[config.mk]
export PLATFORM = sky130hd
export DESIGN_NAME = adaptive_pulse_beat_detector_core
export DESIGN_NICKNAME = d
export VERILOG_FILES = /design/src/rtl/core/apbd_pkg.sv /design/src/rtl/core/adaptive_pulse_beat_detector_core.sv
export VERILOG_INCLUDE_DIRS = /design/src /design/src/rtl/core
export SDC_FILE = /design/constraint.sdc
export NUM_CORES = 2
export LEC_CHECK = 0
export ABC_AREA = 1
export BUFFER_PORTS_ARGS = -buffer_cell sky130_fd_sc_hd__buf_2
export CORE_UTILIZATION = 40
export CTS_CLUSTER_SIZE = 40
export DETAILED_ROUTE_END_ITERATION = 16
export PLACE_DENSITY = 0.64
export RECOVER_POWER = 25
export SLEW_MARGIN = 20
export SYNTH_ARGS = -nofsm -noshare
export SYNTH_HDL_FRONTEND = slang
export SYNTH_SLANG_ARGS = --single-unit
[constraint.sdc]
create_clock -name clk -period 12.8 [get_ports clk]
set_clock_uncertainty 0.1 [all_clocks]
set_input_delay 2.56 -clock clk [delete_from_list [all_inputs] [get_ports clk]]
set_output_delay 2.56 -clock clk [all_outputs]
set_load 0.05 [all_outputs]
[src/rtl/core/adaptive_pulse_beat_detector_core_macros.svh]
// Assertion macros for the pulse beat detector.
// They expand to nothing when SYNTHESIS is defined.
`ifndef ADAPTIVE_PULSE_BEAT_DETECTOR_CORE_MACROS_SVH
`define ADAPTIVE_PULSE_BEAT_DETECTOR_CORE_MACROS_SVH

`ifndef SYNTHESIS

// The consequent must hold in the same cycle as the antecedent.
`define APBD_ASSERT_IMPL(label, ante, cons) \
  label: assert property (@(posedge clk) disable iff (rst) (ante) |-> (cons)) \
    else $error("apbd assertion failed");

// The consequent must hold in the cycle after the antecedent.
`define APBD_ASSERT_NEXT(label, ante, cons) \
  label: assert property (@(posedge clk) disable iff (rst) (ante) |=> (cons)) \
    else $error("apbd assertion failed");

`else

`define APBD_ASSERT_IMPL(label, ante, cons)
`define APBD_ASSERT_NEXT(label, ante, cons)

`endif

`endif

[src/rtl/core/apbd_pkg.sv]
package apbd_pkg;

  localparam int WEIGHT_W    = 16;
  localparam int FLOOR_W     = 12;
  localparam int DUR_W       = 24;
  localparam int CFG_DATA_W  = 24;
  localparam int CFG_INDEX_W = 3;
  localparam int BPM_W       = 10;

  localparam logic [BPM_W-1:0] BPM_MAX = {BPM_W{1'b1}};

  // 60000000 microseconds per minute, and the largest interval whose
  // rate still exceeds the saturation value.
  localparam int                    RATE_NUM_W     = 26;
  localparam logic [RATE_NUM_W-1:0] RATE_NUMER     = 26'd60000000;
  localparam logic [RATE_NUM_W-1:0] RATE_SAT_LIMIT = 26'd58593;

  localparam logic [WEIGHT_W-1:0] BASELINE_ALPHA_RESET  = 16'd655;
  localparam logic [WEIGHT_W-1:0] SMOOTHING_ALPHA_RESET = 16'd19661;
  localparam logic [WEIGHT_W-1:0] ENVELOPE_DECAY_RESET  = 16'd62915;
  localparam logic [WEIGHT_W-1:0] THRESHOLD_FRAC_RESET  = 16'd32768;
  localparam logic [FLOOR_W-1:0]  AMP_FLOOR_RESET       = 12'd25;
  localparam logic [DUR_W-1:0]    REFRACTORY_RESET      = 24'd300000;
  localparam logic [DUR_W-1:0]    FLASH_RESET           = 24'd60000;

  typedef logic [CFG_INDEX_W-1:0] cfg_index_t;

  localparam cfg_index_t REG_BASELINE_ALPHA  = 3'd0;
  localparam cfg_index_t REG_SMOOTHING_ALPHA = 3'd1;
  localparam cfg_index_t REG_ENVELOPE_DECAY  = 3'd2;
  localparam cfg_index_t REG_THRESHOLD_FRAC  = 3'd3;
  localparam cfg_index_t REG_AMP_FLOOR       = 3'd4;
  localparam cfg_index_t REG_REFRACTORY      = 3'd5;
  localparam cfg_index_t REG_FLASH           = 3'd6;
  localparam cfg_index_t REG_INVERT          = 3'd7;

endpackage

[src/rtl/core/adaptive_pulse_beat_detector_core.sv]
// Channel   Direction  Payload (lowest bit first)
// s_*       in         sample_value, sample_time
// m_*       out        indicator_on, beat_detected, first_beat, beats_per_minute,
//                      smoothed_signal, beat_threshold
// cfg_*     in         register write, index and data
//
// A result is registered after its sample has passed the base, smoothing, threshold,
// envelope and decide states, and also a 10-step restoring divider when a beat needs
// a rate. The next sample is accepted only once the result is in the output register.
// All products go through one shared multiplier in four passes.
// s_tready is high only while the sequencer is idle; one result register holds
// the output, and a finished sample waits only when that register is still full.
// Reset is synchronous; it restores the register defaults and the detector state.
`include "adaptive_pulse_beat_detector_core_macros.svh"

module adaptive_pulse_beat_detector_core #(
  parameter int SAMPLE_BITS   = 12,
  parameter int FRACTION_BITS = 16,
  parameter int TIME_BITS     = 48
) (
  input  logic                                     clk,
  input  logic                                     rst,
  input  logic                                     s_tvalid,
  output logic                                     s_tready,
  // sample_value, sample_time, zero padding
  input  logic [((SAMPLE_BITS+TIME_BITS+7)/8)*8-1:0] s_tdata,
  output logic                                     m_tvalid,
  input  logic                                     m_tready,
  // indicator_on, beat_detected, first_beat, beats_per_minute, smoothed_signal,
  // beat_threshold, zero padding
  output logic [((2*SAMPLE_BITS+14+7)/8)*8-1:0]      m_tdata,
  input  logic                                     cfg_we,
  input  logic [apbd_pkg::CFG_INDEX_W-1:0]          cfg_index,
  input  logic [apbd_pkg::CFG_DATA_W-1:0]           cfg_data
);
  import apbd_pkg::*;

  localparam int S       = SAMPLE_BITS;
  localparam int F       = FRACTION_BITS;
  localparam int T       = TIME_BITS;
  localparam int OUT_W   = ((2*S+14+7)/8)*8;
  localparam int LEVEL_W = S + F;
  localparam int DIFF_W  = LEVEL_W + 2;
  localparam int PROD_W  = DIFF_W + WEIGHT_W + 1;
  localparam int ACC_W   = PROD_W + 1;
  localparam int THR_W   = S + WEIGHT_W;
  localparam int FLX_W   = LEVEL_W + FLOOR_W;
  localparam int DIVR_W  = RATE_NUM_W + BPM_W - 1;
  localparam int CNT_W   = $clog2(BPM_W);

  localparam logic signed [ACC_W-1:0] LVL_MAX_A =
    {{(ACC_W-LEVEL_W){1'b0}}, {LEVEL_W{1'b1}}};
  localparam logic signed [ACC_W-1:0] LVL_MIN_A =
    {{(ACC_W-LEVEL_W){1'b1}}, {LEVEL_W{1'b0}}};
  localparam logic signed [LEVEL_W+1:0] F_ROUND =
    {{(LEVEL_W+2-F){1'b0}}, {F{1'b1}}};
  localparam logic [T-1:0]     TIME_MAX = {T{1'b1}};
  localparam logic [FLX_W-1:0] SAMPLE_MASK_X = {{(FLX_W-S){1'b0}}, {S{1'b1}}};
  localparam logic [THR_W-1:0] SAMPLE_MAX_X = {{(THR_W-S){1'b0}}, {S{1'b1}}};
  localparam logic [LEVEL_W-1:0] ENV_RESET = LEVEL_W'(AMP_FLOOR_RESET) << F;

  localparam logic [3:0] ST_IDLE     = 4'd0;
  localparam logic [3:0] ST_BASE_MUL = 4'd1;
  localparam logic [3:0] ST_BASE_UPD = 4'd2;
  localparam logic [3:0] ST_SMO_MUL  = 4'd3;
  localparam logic [3:0] ST_SMO_UPD  = 4'd4;
  localparam logic [3:0] ST_THR_MUL  = 4'd5;
  localparam logic [3:0] ST_ENV_MUL  = 4'd6;
  localparam logic [3:0] ST_DECIDE   = 4'd7;
  localparam logic [3:0] ST_DIV      = 4'd8;
  localparam logic [3:0] ST_DONE     = 4'd9;

  logic [3:0] state;

  logic [WEIGHT_W-1:0] baseline_alpha;
  logic [WEIGHT_W-1:0] smoothing_alpha;
  logic [WEIGHT_W-1:0] envelope_decay;
  logic [WEIGHT_W-1:0] threshold_fraction;
  logic [FLOOR_W-1:0]  amplitude_floor;
  logic [DUR_W-1:0]    refractory_time;
  logic [DUR_W-1:0]    flash_time;
  logic                invert_polarity;

  logic [LEVEL_W-1:0]        baseline_level;
  logic                      seeded_flag;
  logic signed [LEVEL_W:0]   smoothed_level;
  logic [LEVEL_W-1:0]        peak_envelope;
  logic                      previously_above;
  logic [T-1:0]              last_beat_time;
  logic                      beat_seen;
  logic [T-1:0]              indicator_off_time;

  logic [S-1:0]              raw;
  logic [T-1:0]              now;
  logic signed [PROD_W-1:0]  prod;
  logic [THR_W-1:0]          thr;
  logic                      beat;
  logic                      first;
  logic [BPM_W-1:0]          bpm;
  logic [RATE_NUM_W-1:0]     rem;
  logic [DIVR_W-1:0]         divr;
  logic [CNT_W-1:0]          div_cnt;

  logic [S-1:0]              in_raw;
  logic [T-1:0]              in_time;
  logic [LEVEL_W-1:0]        raw_fx;
  logic [LEVEL_W-1:0]        in_raw_fx;
  logic [FLX_W-1:0]          floor_x;
  logic [LEVEL_W-1:0]        floor_fx;
  logic signed [DIFF_W-1:0]  diff_base;
  logic signed [LEVEL_W:0]   ac;
  logic signed [LEVEL_W:0]   ac_pol;
  logic signed [DIFF_W-1:0]  diff_smo;
  logic [WEIGHT_W-1:0]       mul_w;
  logic signed [DIFF_W-1:0]  mul_d;
  logic signed [PROD_W-1:0]  mul_prod;
  logic signed [PROD_W-1:0]  prod_shift;
  logic signed [ACC_W-1:0]   step_a;
  logic signed [ACC_W-1:0]   acc_base;
  logic signed [ACC_W-1:0]   acc_smo;
  logic signed [ACC_W-1:0]   smoothed_a;
  logic signed [ACC_W-1:0]   thr_a;
  logic signed [ACC_W-1:0]   floor_a;
  logic signed [ACC_W-1:0]   env_max;
  logic signed [ACC_W-1:0]   env_cand;
  logic [LEVEL_W-1:0]        base_new;
  logic signed [LEVEL_W:0]   smo_new;
  logic [LEVEL_W-1:0]        env_new;
  logic                      above;
  logic [T-1:0]              interval;
  logic                      beat_now;
  logic [T-1:0]              off_time;
  logic                      div_ge;
  logic signed [LEVEL_W+1:0] sm_adj;
  logic signed [LEVEL_W+1:0] sm_whole;
  logic [THR_W-1:0]          thr_whole;
  logic [S-1:0]              thr_out;
  logic                      ind_on;
  logic [OUT_W-1:0]          out_word;

  assign in_raw    = s_tdata[S-1:0];
  assign in_time   = s_tdata[S+T-1:S];
  assign raw_fx    = {raw, {F{1'b0}}};
  assign in_raw_fx = {in_raw, {F{1'b0}}};
  assign floor_x   = (FLX_W'(amplitude_floor) & SAMPLE_MASK_X) << F;
  assign floor_fx  = floor_x[LEVEL_W-1:0];

  assign diff_base = $signed({2'b00, raw_fx}) - $signed({2'b00, baseline_level});
  assign ac        = $signed({1'b0, raw_fx}) - $signed({1'b0, baseline_level});
  assign ac_pol    = invert_polarity ? -ac : ac;
  assign diff_smo  = DIFF_W'(ac_pol) - DIFF_W'(smoothed_level);

  always_comb begin
    unique case (state)
      ST_BASE_MUL: begin
        mul_w = baseline_alpha;
        mul_d = diff_base;
      end
      ST_SMO_MUL: begin
        mul_w = smoothing_alpha;
        mul_d = diff_smo;
      end
      ST_THR_MUL: begin
        mul_w = threshold_fraction;
        mul_d = $signed({2'b00, peak_envelope});
      end
      default: begin
        mul_w = envelope_decay;
        mul_d = $signed({2'b00, peak_envelope});
      end
    endcase
  end

  assign mul_prod   = $signed({1'b0, mul_w}) * mul_d;
  assign prod_shift = prod >>> F;
  assign step_a     = ACC_W'(prod_shift);
  assign smoothed_a = ACC_W'(smoothed_level);
  assign acc_base   = $signed({{(ACC_W-LEVEL_W){1'b0}}, baseline_level}) + step_a;
  assign acc_smo    = smoothed_a + step_a;
  assign thr_a      = $signed({{(ACC_W-THR_W){1'b0}}, thr});
  assign floor_a    = $signed({{(ACC_W-LEVEL_W){1'b0}}, floor_fx});

  always_comb begin
    priority if (acc_base < 0) begin
      base_new = '0;
    end else if (acc_base > LVL_MAX_A) begin
      base_new = LVL_MAX_A[LEVEL_W-1:0];
    end else begin
      base_new = acc_base[LEVEL_W-1:0];
    end

    priority if (acc_smo < LVL_MIN_A) begin
      smo_new = LVL_MIN_A[LEVEL_W:0];
    end else if (acc_smo > LVL_MAX_A) begin
      smo_new = LVL_MAX_A[LEVEL_W:0];
    end else begin
      smo_new = acc_smo[LEVEL_W:0];
    end

    env_max  = (smoothed_a > step_a) ? smoothed_a : step_a;
    env_cand = (env_max < floor_a) ? floor_a : env_max;
    env_new  = (env_cand > LVL_MAX_A) ? LVL_MAX_A[LEVEL_W-1:0] : env_cand[LEVEL_W-1:0];
  end

  assign above    = (smoothed_a > thr_a) && (smoothed_a > floor_a);
  assign interval = now - last_beat_time;
  assign beat_now = above && !previously_above && (now > last_beat_time) &&
                    (interval > T'(refractory_time));
  assign off_time = ((TIME_MAX - now) < T'(flash_time)) ? TIME_MAX : now + T'(flash_time);

  assign div_ge = DIVR_W'(rem) >= divr;

  assign sm_adj    = LEVEL_W'(0) + $signed({smoothed_level[LEVEL_W], smoothed_level}) +
                     (smoothed_level[LEVEL_W] ? F_ROUND : '0);
  assign sm_whole  = sm_adj >>> F;
  assign thr_whole = thr >> F;
  assign thr_out   = (thr_whole > SAMPLE_MAX_X) ? {S{1'b1}} : thr_whole[S-1:0];
  assign ind_on    = now < indicator_off_time;

  always_comb begin
    out_word = '0;
    out_word[0] = ind_on;
    out_word[1] = beat;
    out_word[2] = first;
    out_word[3 +: BPM_W] = bpm;
    out_word[3 + BPM_W +: S + 1] = sm_whole[S:0];
    out_word[4 + BPM_W + S +: S] = thr_out;
  end

  assign s_tready = (state == ST_IDLE);

  always_ff @(posedge clk) begin
    if (rst) begin
      state              <= ST_IDLE;
      m_tvalid           <= 1'b0;
      baseline_alpha     <= BASELINE_ALPHA_RESET;
      smoothing_alpha    <= SMOOTHING_ALPHA_RESET;
      envelope_decay     <= ENVELOPE_DECAY_RESET;
      threshold_fraction <= THRESHOLD_FRAC_RESET;
      amplitude_floor    <= AMP_FLOOR_RESET;
      refractory_time    <= REFRACTORY_RESET;
      flash_time         <= FLASH_RESET;
      invert_polarity    <= 1'b0;
      baseline_level     <= '0;
      seeded_flag        <= 1'b0;
      smoothed_level     <= '0;
      peak_envelope      <= ENV_RESET;
      previously_above   <= 1'b0;
      last_beat_time     <= '0;
      beat_seen          <= 1'b0;
      indicator_off_time <= '0;
    end else begin
      if (cfg_we) begin
        unique case (cfg_index)
          REG_BASELINE_ALPHA:  baseline_alpha     <= cfg_data[WEIGHT_W-1:0];
          REG_SMOOTHING_ALPHA: smoothing_alpha    <= cfg_data[WEIGHT_W-1:0];
          REG_ENVELOPE_DECAY:  envelope_decay     <= cfg_data[WEIGHT_W-1:0];
          REG_THRESHOLD_FRAC:  threshold_fraction <= cfg_data[WEIGHT_W-1:0];
          REG_AMP_FLOOR:       amplitude_floor    <= cfg_data[FLOOR_W-1:0];
          REG_REFRACTORY:      refractory_time    <= cfg_data[DUR_W-1:0];
          REG_FLASH:           flash_time         <= cfg_data[DUR_W-1:0];
          REG_INVERT:          invert_polarity    <= cfg_data[0];
        endcase
      end

      if (m_tvalid && m_tready && (state != ST_DONE)) begin
        m_tvalid <= 1'b0;
      end

      unique case (state)
        ST_IDLE: begin
          if (s_tvalid) begin
            raw <= in_raw;
            now <= in_time;
            if (!seeded_flag) begin
              baseline_level <= in_raw_fx;
              seeded_flag    <= 1'b1;
            end
            state <= ST_BASE_MUL;
          end
        end
        ST_BASE_MUL: begin
          prod  <= mul_prod;
          state <= ST_BASE_UPD;
        end
        ST_BASE_UPD: begin
          baseline_level <= base_new;
          state          <= ST_SMO_MUL;
        end
        ST_SMO_MUL: begin
          prod  <= mul_prod;
          state <= ST_SMO_UPD;
        end
        ST_SMO_UPD: begin
          smoothed_level <= smo_new;
          state          <= ST_THR_MUL;
        end
        ST_THR_MUL: begin
          prod  <= mul_prod;
          state <= ST_ENV_MUL;
        end
        ST_ENV_MUL: begin
          thr   <= prod_shift[THR_W-1:0];
          prod  <= mul_prod;
          state <= ST_DECIDE;
        end
        ST_DECIDE: begin
          beat             <= beat_now;
          first            <= beat_now && !beat_seen;
          bpm              <= '0;
          previously_above <= above;
          peak_envelope    <= env_new;
          state            <= ST_DONE;
          if (beat_now) begin
            beat_seen          <= 1'b1;
            last_beat_time     <= now;
            indicator_off_time <= off_time;
            if (beat_seen) begin
              priority if (interval <= T'(RATE_SAT_LIMIT)) begin
                bpm <= BPM_MAX;
              end else if (|interval[T-1:RATE_NUM_W]) begin
                bpm <= '0;
              end else begin
                rem     <= RATE_NUMER;
                divr    <= {interval[RATE_NUM_W-1:0], {(BPM_W-1){1'b0}}};
                div_cnt <= '0;
                state   <= ST_DIV;
              end
            end
          end
        end
        ST_DIV: begin
          if (div_ge) begin
            rem <= rem - divr[RATE_NUM_W-1:0];
          end
          bpm     <= {bpm[BPM_W-2:0], div_ge};
          divr    <= divr >> 1;
          div_cnt <= div_cnt + 1'b1;
          if (div_cnt == CNT_W'(BPM_W - 1)) begin
            state <= ST_DONE;
          end
        end
        ST_DONE: begin
          if (!m_tvalid || m_tready) begin
            m_tdata  <= out_word;
            m_tvalid <= 1'b1;
            state    <= ST_IDLE;
          end
        end
        default: begin
          state <= ST_IDLE;
        end
      endcase
    end
  end

  `APBD_ASSERT_NEXT(a_busy_after_accept, s_tvalid && s_tready, !s_tready)
  `APBD_ASSERT_IMPL(a_first_is_beat, m_tvalid && m_tdata[2], m_tdata[1])
  `APBD_ASSERT_IMPL(a_rate_on_later_beat, m_tvalid && (m_tdata[3 +: BPM_W] != '0), m_tdata[1] && !m_tdata[2])
  `APBD_ASSERT_IMPL(a_div_count_range, state == ST_DIV, div_cnt <= CNT_W'(BPM_W - 1))

endmodule

# After elaboration in Yosys (flattened, before gate mapping)
# Index checks and enable logic that the tools add are counted.
# word_totals
reg_bits,564
in_bits,96
# classes
n_addsub,12
multipliers,1
n_lt_le_gt_ge,16
eq_ne,27
muxes,46
bitwise,1
reduce_logical,37
# ops
operator,n
48-bit 2-to-1 mux,3
28-bit 2-to-1 mux,5
35-bit 2-to-1 mux,4
26-bit 2-to-1 mux,5
29-bit 2-to-1 mux,3
35-bit one-hot mux with 2 select lines,1
29-bit by 31-bit adder with 32-bit output,2
32-bit by 29-bit > comparator with 1-bit output (second input constant),2
30-bit one-hot mux with 2 select lines,1
29-bit > comparator,2
28-bit by 28-bit subtractor with 29-bit output,2
28-bit one-hot mux with 2 select lines,1
26-bit one-hot mux with 2 select lines,1
48-bit by 24-bit adder with 48-bit output,1
48-bit by 24-bit > comparator with 1-bit output,1
48-bit by 29-bit > comparator with 1-bit output (second input constant),1
48-bit > comparator,1
48-bit by 16-bit less-or-equal comparator with 1-bit output (second input constant),1
48-bit by 24-bit less-than comparator with 1-bit output,1
48-bit by 29-bit less-than comparator with 1-bit output,1
48-bit less-than comparator,1
16-bit one-hot mux with 3 select lines,1
48-bit subtractor,1
48-bit subtractor (first input constant),1
40 further kinds,97

# Longest topological paths before layout
# logic_depth
word_depth,7
ltp_mapped,61

# Worst setup path before layout
# OpenSTA, ideal clock, no wires.
# synth_path
kind,reg-to-reg
startpoint,reg baseline_level[0]
endpoint,"reg prod[46], data pin"
arrival_ns,9.062
required_ns,12.436
path_slack_ns,3.374
stages_incl_launch_ff,55
period_less_slack_ns,9.426
cell_sequence,dfxtp_1 > inv_1 > ha_1 > nand2_1 > nor2_1 > nand2_1 > nor2_1 > nand2_1 > inv_1 > nand2_1 > nor2_1 > nand3_1 > nand2_1 > xnor2_1 > nand2_1 > nor3_1 > nand4_1 > nor2_1 > [... 19 more ...] > inv_1 > fa_1 > fa_1 > fa_1 > inv_1 > fa_1 > inv_1 > ha_1 > nand2_1 > nor2_1 > inv_1 > nor2_1 > inv_1 > nor3_1 > nand3_1 > nand3_1 > a31oi_1 > xor2_1
# synth_via
elab_chain_cells,6
# synth_rtl
element,line_no,text
start: declaration,adaptive_pulse_beat_detector_core.sv:84,logic [LEVEL_W-1:0] baseline_level;
start signal: assignment,adaptive_pulse_beat_detector_core.sv:276,baseline_level <= in_raw_fx;
start signal: assignment,adaptive_pulse_beat_detector_core.sv:287,baseline_level <= base_new;
28-bit by 28-bit subtractor with 29-bit output,"adaptive_pulse_beat_detector_core.sv:148, adaptive_pulse_beat_detector_core.sv:149",
29-bit negation,adaptive_pulse_beat_detector_core.sv:150,assign ac_pol = invert_polarity ? -ac : ac;
29-bit 2-to-1 mux,adaptive_pulse_beat_detector_core.sv:150,
29-bit by 29-bit subtractor with 30-bit output,adaptive_pulse_beat_detector_core.sv:151,assign diff_smo = DIFF_W'(ac_pol) - DIFF_W'(smoothed_level);
30-bit one-hot mux with 2 select lines (*),adaptive_pulse_beat_detector_core.sv:154,unique case (state)
17-bit by 30-bit multiplier with 47-bit output (*),adaptive_pulse_beat_detector_core.sv:174,"assign mul_prod = $signed({1'b0, mul_w}) * mul_d;"
net mul_prod[46],adaptive_pulse_beat_detector_core.sv:116,logic signed [PROD_W-1:0] mul_prod;
end signal: assignment,adaptive_pulse_beat_detector_core.sv:283,prod <= mul_prod;
end signal: assignment,adaptive_pulse_beat_detector_core.sv:291,prod <= mul_prod;
end signal: assignment,adaptive_pulse_beat_detector_core.sv:299,prod <= mul_prod;
end: declaration,adaptive_pulse_beat_detector_core.sv:95,logic signed [PROD_W-1:0] prod;
# Mark *: on every way through the listed nets, which the timed path passes. The rest lies on a longest branch.
# A chain may end at the register's enable or synchronous reset.

# Worst setup path in the final report
# Same ends and word-level chain as after synthesis.

==> flow_metrics.py <==
metrics = {
    "synth": {
        "synth_adder_area_share": 0.281,
        "synth_xor_area_frac": 0.0343,
        "synth_area_leaders": "fa_1 17%, edfxtp_1 13%, ha_1 11%",
        "synth_top_family_by_area": "adder cells",
        "yosys_warnings": 0,
        "muxShareOfSynthArea": 0,
        "synth_compound_area_frac": 0.130,
        "netlist_instances": 7340,
        "synth.avg_cell_area_sq_um": 7.52,
        "syn_area_sq_um": 55200,
        "ys_types": 69,
        "synth_edf_count": 234,
        "synth_area_leader_cell": "fa_1",
        "synth_top_area_share": 0.167,
        "ys_ff_latch": 548,
        "synthSimpleGateAreaFrac": 0.203,
        "yosysSeqAreaShare": 0.241,
        "async_flop_share": 0,
        "synth_ff_type": "dfxtp_1",
    },
    "floorplanning": {
        "rows": 135,
        "ios": 138,
        "die-area_sq_um": 139000,
        "coreArea_sq_um": 136000,
        "die_w_um": 373,
        "start_util": 0.405,
        "die_h_um": 373,
    },
    "sta": {
        "hold_violations": 0,
        "max-slew-margin-rel": -1.24,
        "tns_ns": 0,
        "tightest_slew_ns": 3.36,
        "period_share": 0.911,
        "finalSetupViolCount": 0,
        "rsz0062_at_grt": "false",
        "slew_violations": 194,
        "period_minus_slack_ns": 11.66,
        "max_freq_mhz": 85.8,
        "worst_slack_ns": 1.14,
    },
    "outcome": {
        "status": "finished, violations left",
        "violations": "max-capacitance violations, max-slew violations",
    },
    "global_route": {
        "grt_pass1_vias": 47500,
        "grt_start_max_net_pins": 128,
        "grt_usage": 0.254,
        "grt_pass1_wl_mm": 277,
        "antenna_found_initial": 12,
        "grt_overflow": 0,
    },
    "worst_setup_path": {
        "crit_buf_inv": 11,
        "slowest_delay_ns": 0.64,
        "cp.arrival_ns": 11.94,
        "worstPathRequired_ns": 13.08,
        "critPathTopFamily": "simple AND/OR/NAND/NOR gates",
        "path_class": "reg -> reg",
        "worst_setup_path_start_kind": "flop",
        "critical_path.max_fanout": 16,
        "crit_slowest_cell": "xnor2_1",
        "cp_common_cell": "inv_1",
        "end_kind": "flop",
    },
    "placement": {
        "dp_hpwl_mm": 142,
        "port_buffers": 131,
        "gp_congestion": 0.975,
        "dpl_cell_area_sq_um": 57700,
        "place_ws_ns": 1.27,
    },
    "layout": {
        "final_cell_mix": "1425 x nand2_1, 1342 x inv_1, 787 x nor2_1",
        "final_layout_size_suffix_gt1_frac": 0.0488,
        "fillCellCount": 13800,
        "stdcell_area_sq_um": 59800,
        "layout_commonest_cell": "nand2_1",
        "fin_nets": 8449,
        "syn_to_final_growth_pct": 8.31,
    },
    "clock_network": {
        "post-cts-setup-buffers": 0,
        "cts.reportedPaths.clkPinSlew_ns": 0.06,
        "clk_path_buf_depth": 3,
        "clock_sinks": 548,
        "cts_hold_buf": 0,
        "post_cts_resized": 0,
        "cts_buffers": 58,
        "htree_levels": 2,
        "tritoncts": "done",
        "root_buffer": "clkbuf_16",
        "clkLatencyLatePin_ns": 0.70,
    },
    "detailed_routing": {
        "remaining_drc_errors": 0,
        "wire_per_inst_um": 19.5,
        "viasPerCell": 5.34,
        "drt_iter0_markers": 4315,
        "postRouteAntennaNets": 0,
        "vias": 49200,
        "routed_wl_mm": 180,
        "first_pass_iters": 8,
    },
    "worst_hold_path": {
        "hp-class": "reg -> reg",
    },
    "job": {
        "cap_viol_max_count": 4,
    },
}
[worst register-to-register path: cells and delay by family (launching register included)]
family | cells | cell delay [ns]
simple gates | 29 | 4.37
fa+ha+maj | 9 | 4.01
buf+inv | 11 | 1.53
xor+xnor | 2 | 0.80
flops | 1 | 0.43
compound gates | 1 | 0.14
[final cells by class]
cell class              instances  area [sq um]  area share
clock buffers                  72          1570      0.0263
inverters                    1374          5160      0.0864
multi-input cells            5212         35900       0.600
clock inverters                38           533     0.00892
flip-flops and latches        548         13300       0.223
well taps                    1781          2230      0.0373
repair buffers                194          1090      0.0182
diodes                          1          2.50   0.0000419
[layer usage]
metal,vias to the layer above,routed length [um],GRT usage
li1,23500,-,-
met1,23600,82500,0.367
met2,1853,76800,0.393
met3,285,14800,0.0365
met4,2,5620,0.0703
met5,-,11,0
[registers in the layout, summed over array words and instances (netlist names), 4 cells and up]
name and flops:
state 4, smoothing_alpha 16, prod 31, threshold_fraction 16, baseline_level 28, amplitude_floor 12
rem 26, bpm 10, divr 35, smoothed_level 29, thr 28, baseline_alpha 16
raw 12, indicator_off_time 48, envelope_decay 16, peak_envelope 28, div_cnt 4, refractory_time 24
now 48, flash_time 24, last_beat_time 48, m_tdata 38
[cell families after synthesis]
| group | Yosys count |
|---|---|
| and+or+nand+nor | 2737 |
| adders and majority gates | 965 |
| AOI/OAI and AO/OA | 1292 |
| DFF | 548 |
| xor gates and xnor gates | 216 |
| other | 1 |
| buffers and inverters | 1581 |
[synthesized netlist by cell type (5+ instances only)]
library cell	n
nand2_1	1426
o21bai_1	20
o31ai_1	5
nand2_2	13
o221ai_1	9
o21a_1	26
nor3_1	81
fa_1	460
buf_4	7
a21o_1	18
a21boi_0	18
inv_1	1345
clkbuf_2	5
o21ai_1	21
clkbuf_1	161
and3_1	6
nand3b_1	12
buf_6	10
nand4_1	65
buf_2	20
o21ai_2	5
xnor2_1	71
a31oi_1	38
edfxtp_1	234
or2_2	19
ha_1	505
inv_2	12
a21oi_1	600
xor2_1	145
nand3_1	258
o22ai_1	14
dfxtp_1	314
a211oi_1	10
nor2_1	797
nand3_2	8
clkinv_1	17
o21ai_0	414
a221oi_1	11
nor2_2	10
nor4_1	21
o211ai_1	51
[per-stage QoR]
step,hold slack (ns),utilization,std cells
2_1_floorplan,0.300,-,7341
3_3_place_gp,0.308,0.424,9107
3_5_place_dp,0.307,0.424,9108
4_1_cts,0.319,0.439,9218
5_1_grt,0.342,0.439,9219
6_report,0.316,0.439,9220
[worst paths after layout]
kind	start	end	slack, ns	depth (start not counted)
worst min register to register	bpm[9]$_DFFE_PP_	m_tdata[12]$_DFFE_PP_	0.32	0
worst min-delay path	bpm[9]$_DFFE_PP_	m_tdata[12]$_DFFE_PP_	0.32	0
worst max-delay path	baseline_level[0]$_SDFFE_PP0P_	prod[46]$_DFFE_PP_	1.14	52
worst max register to register	baseline_level[0]$_SDFFE_PP0P_	prod[46]$_DFFE_PP_	1.14	52
Power is left out: the tool's default activity adds up to more than one toggle a clock period on the data nets, which glitch-free logic cannot reach.
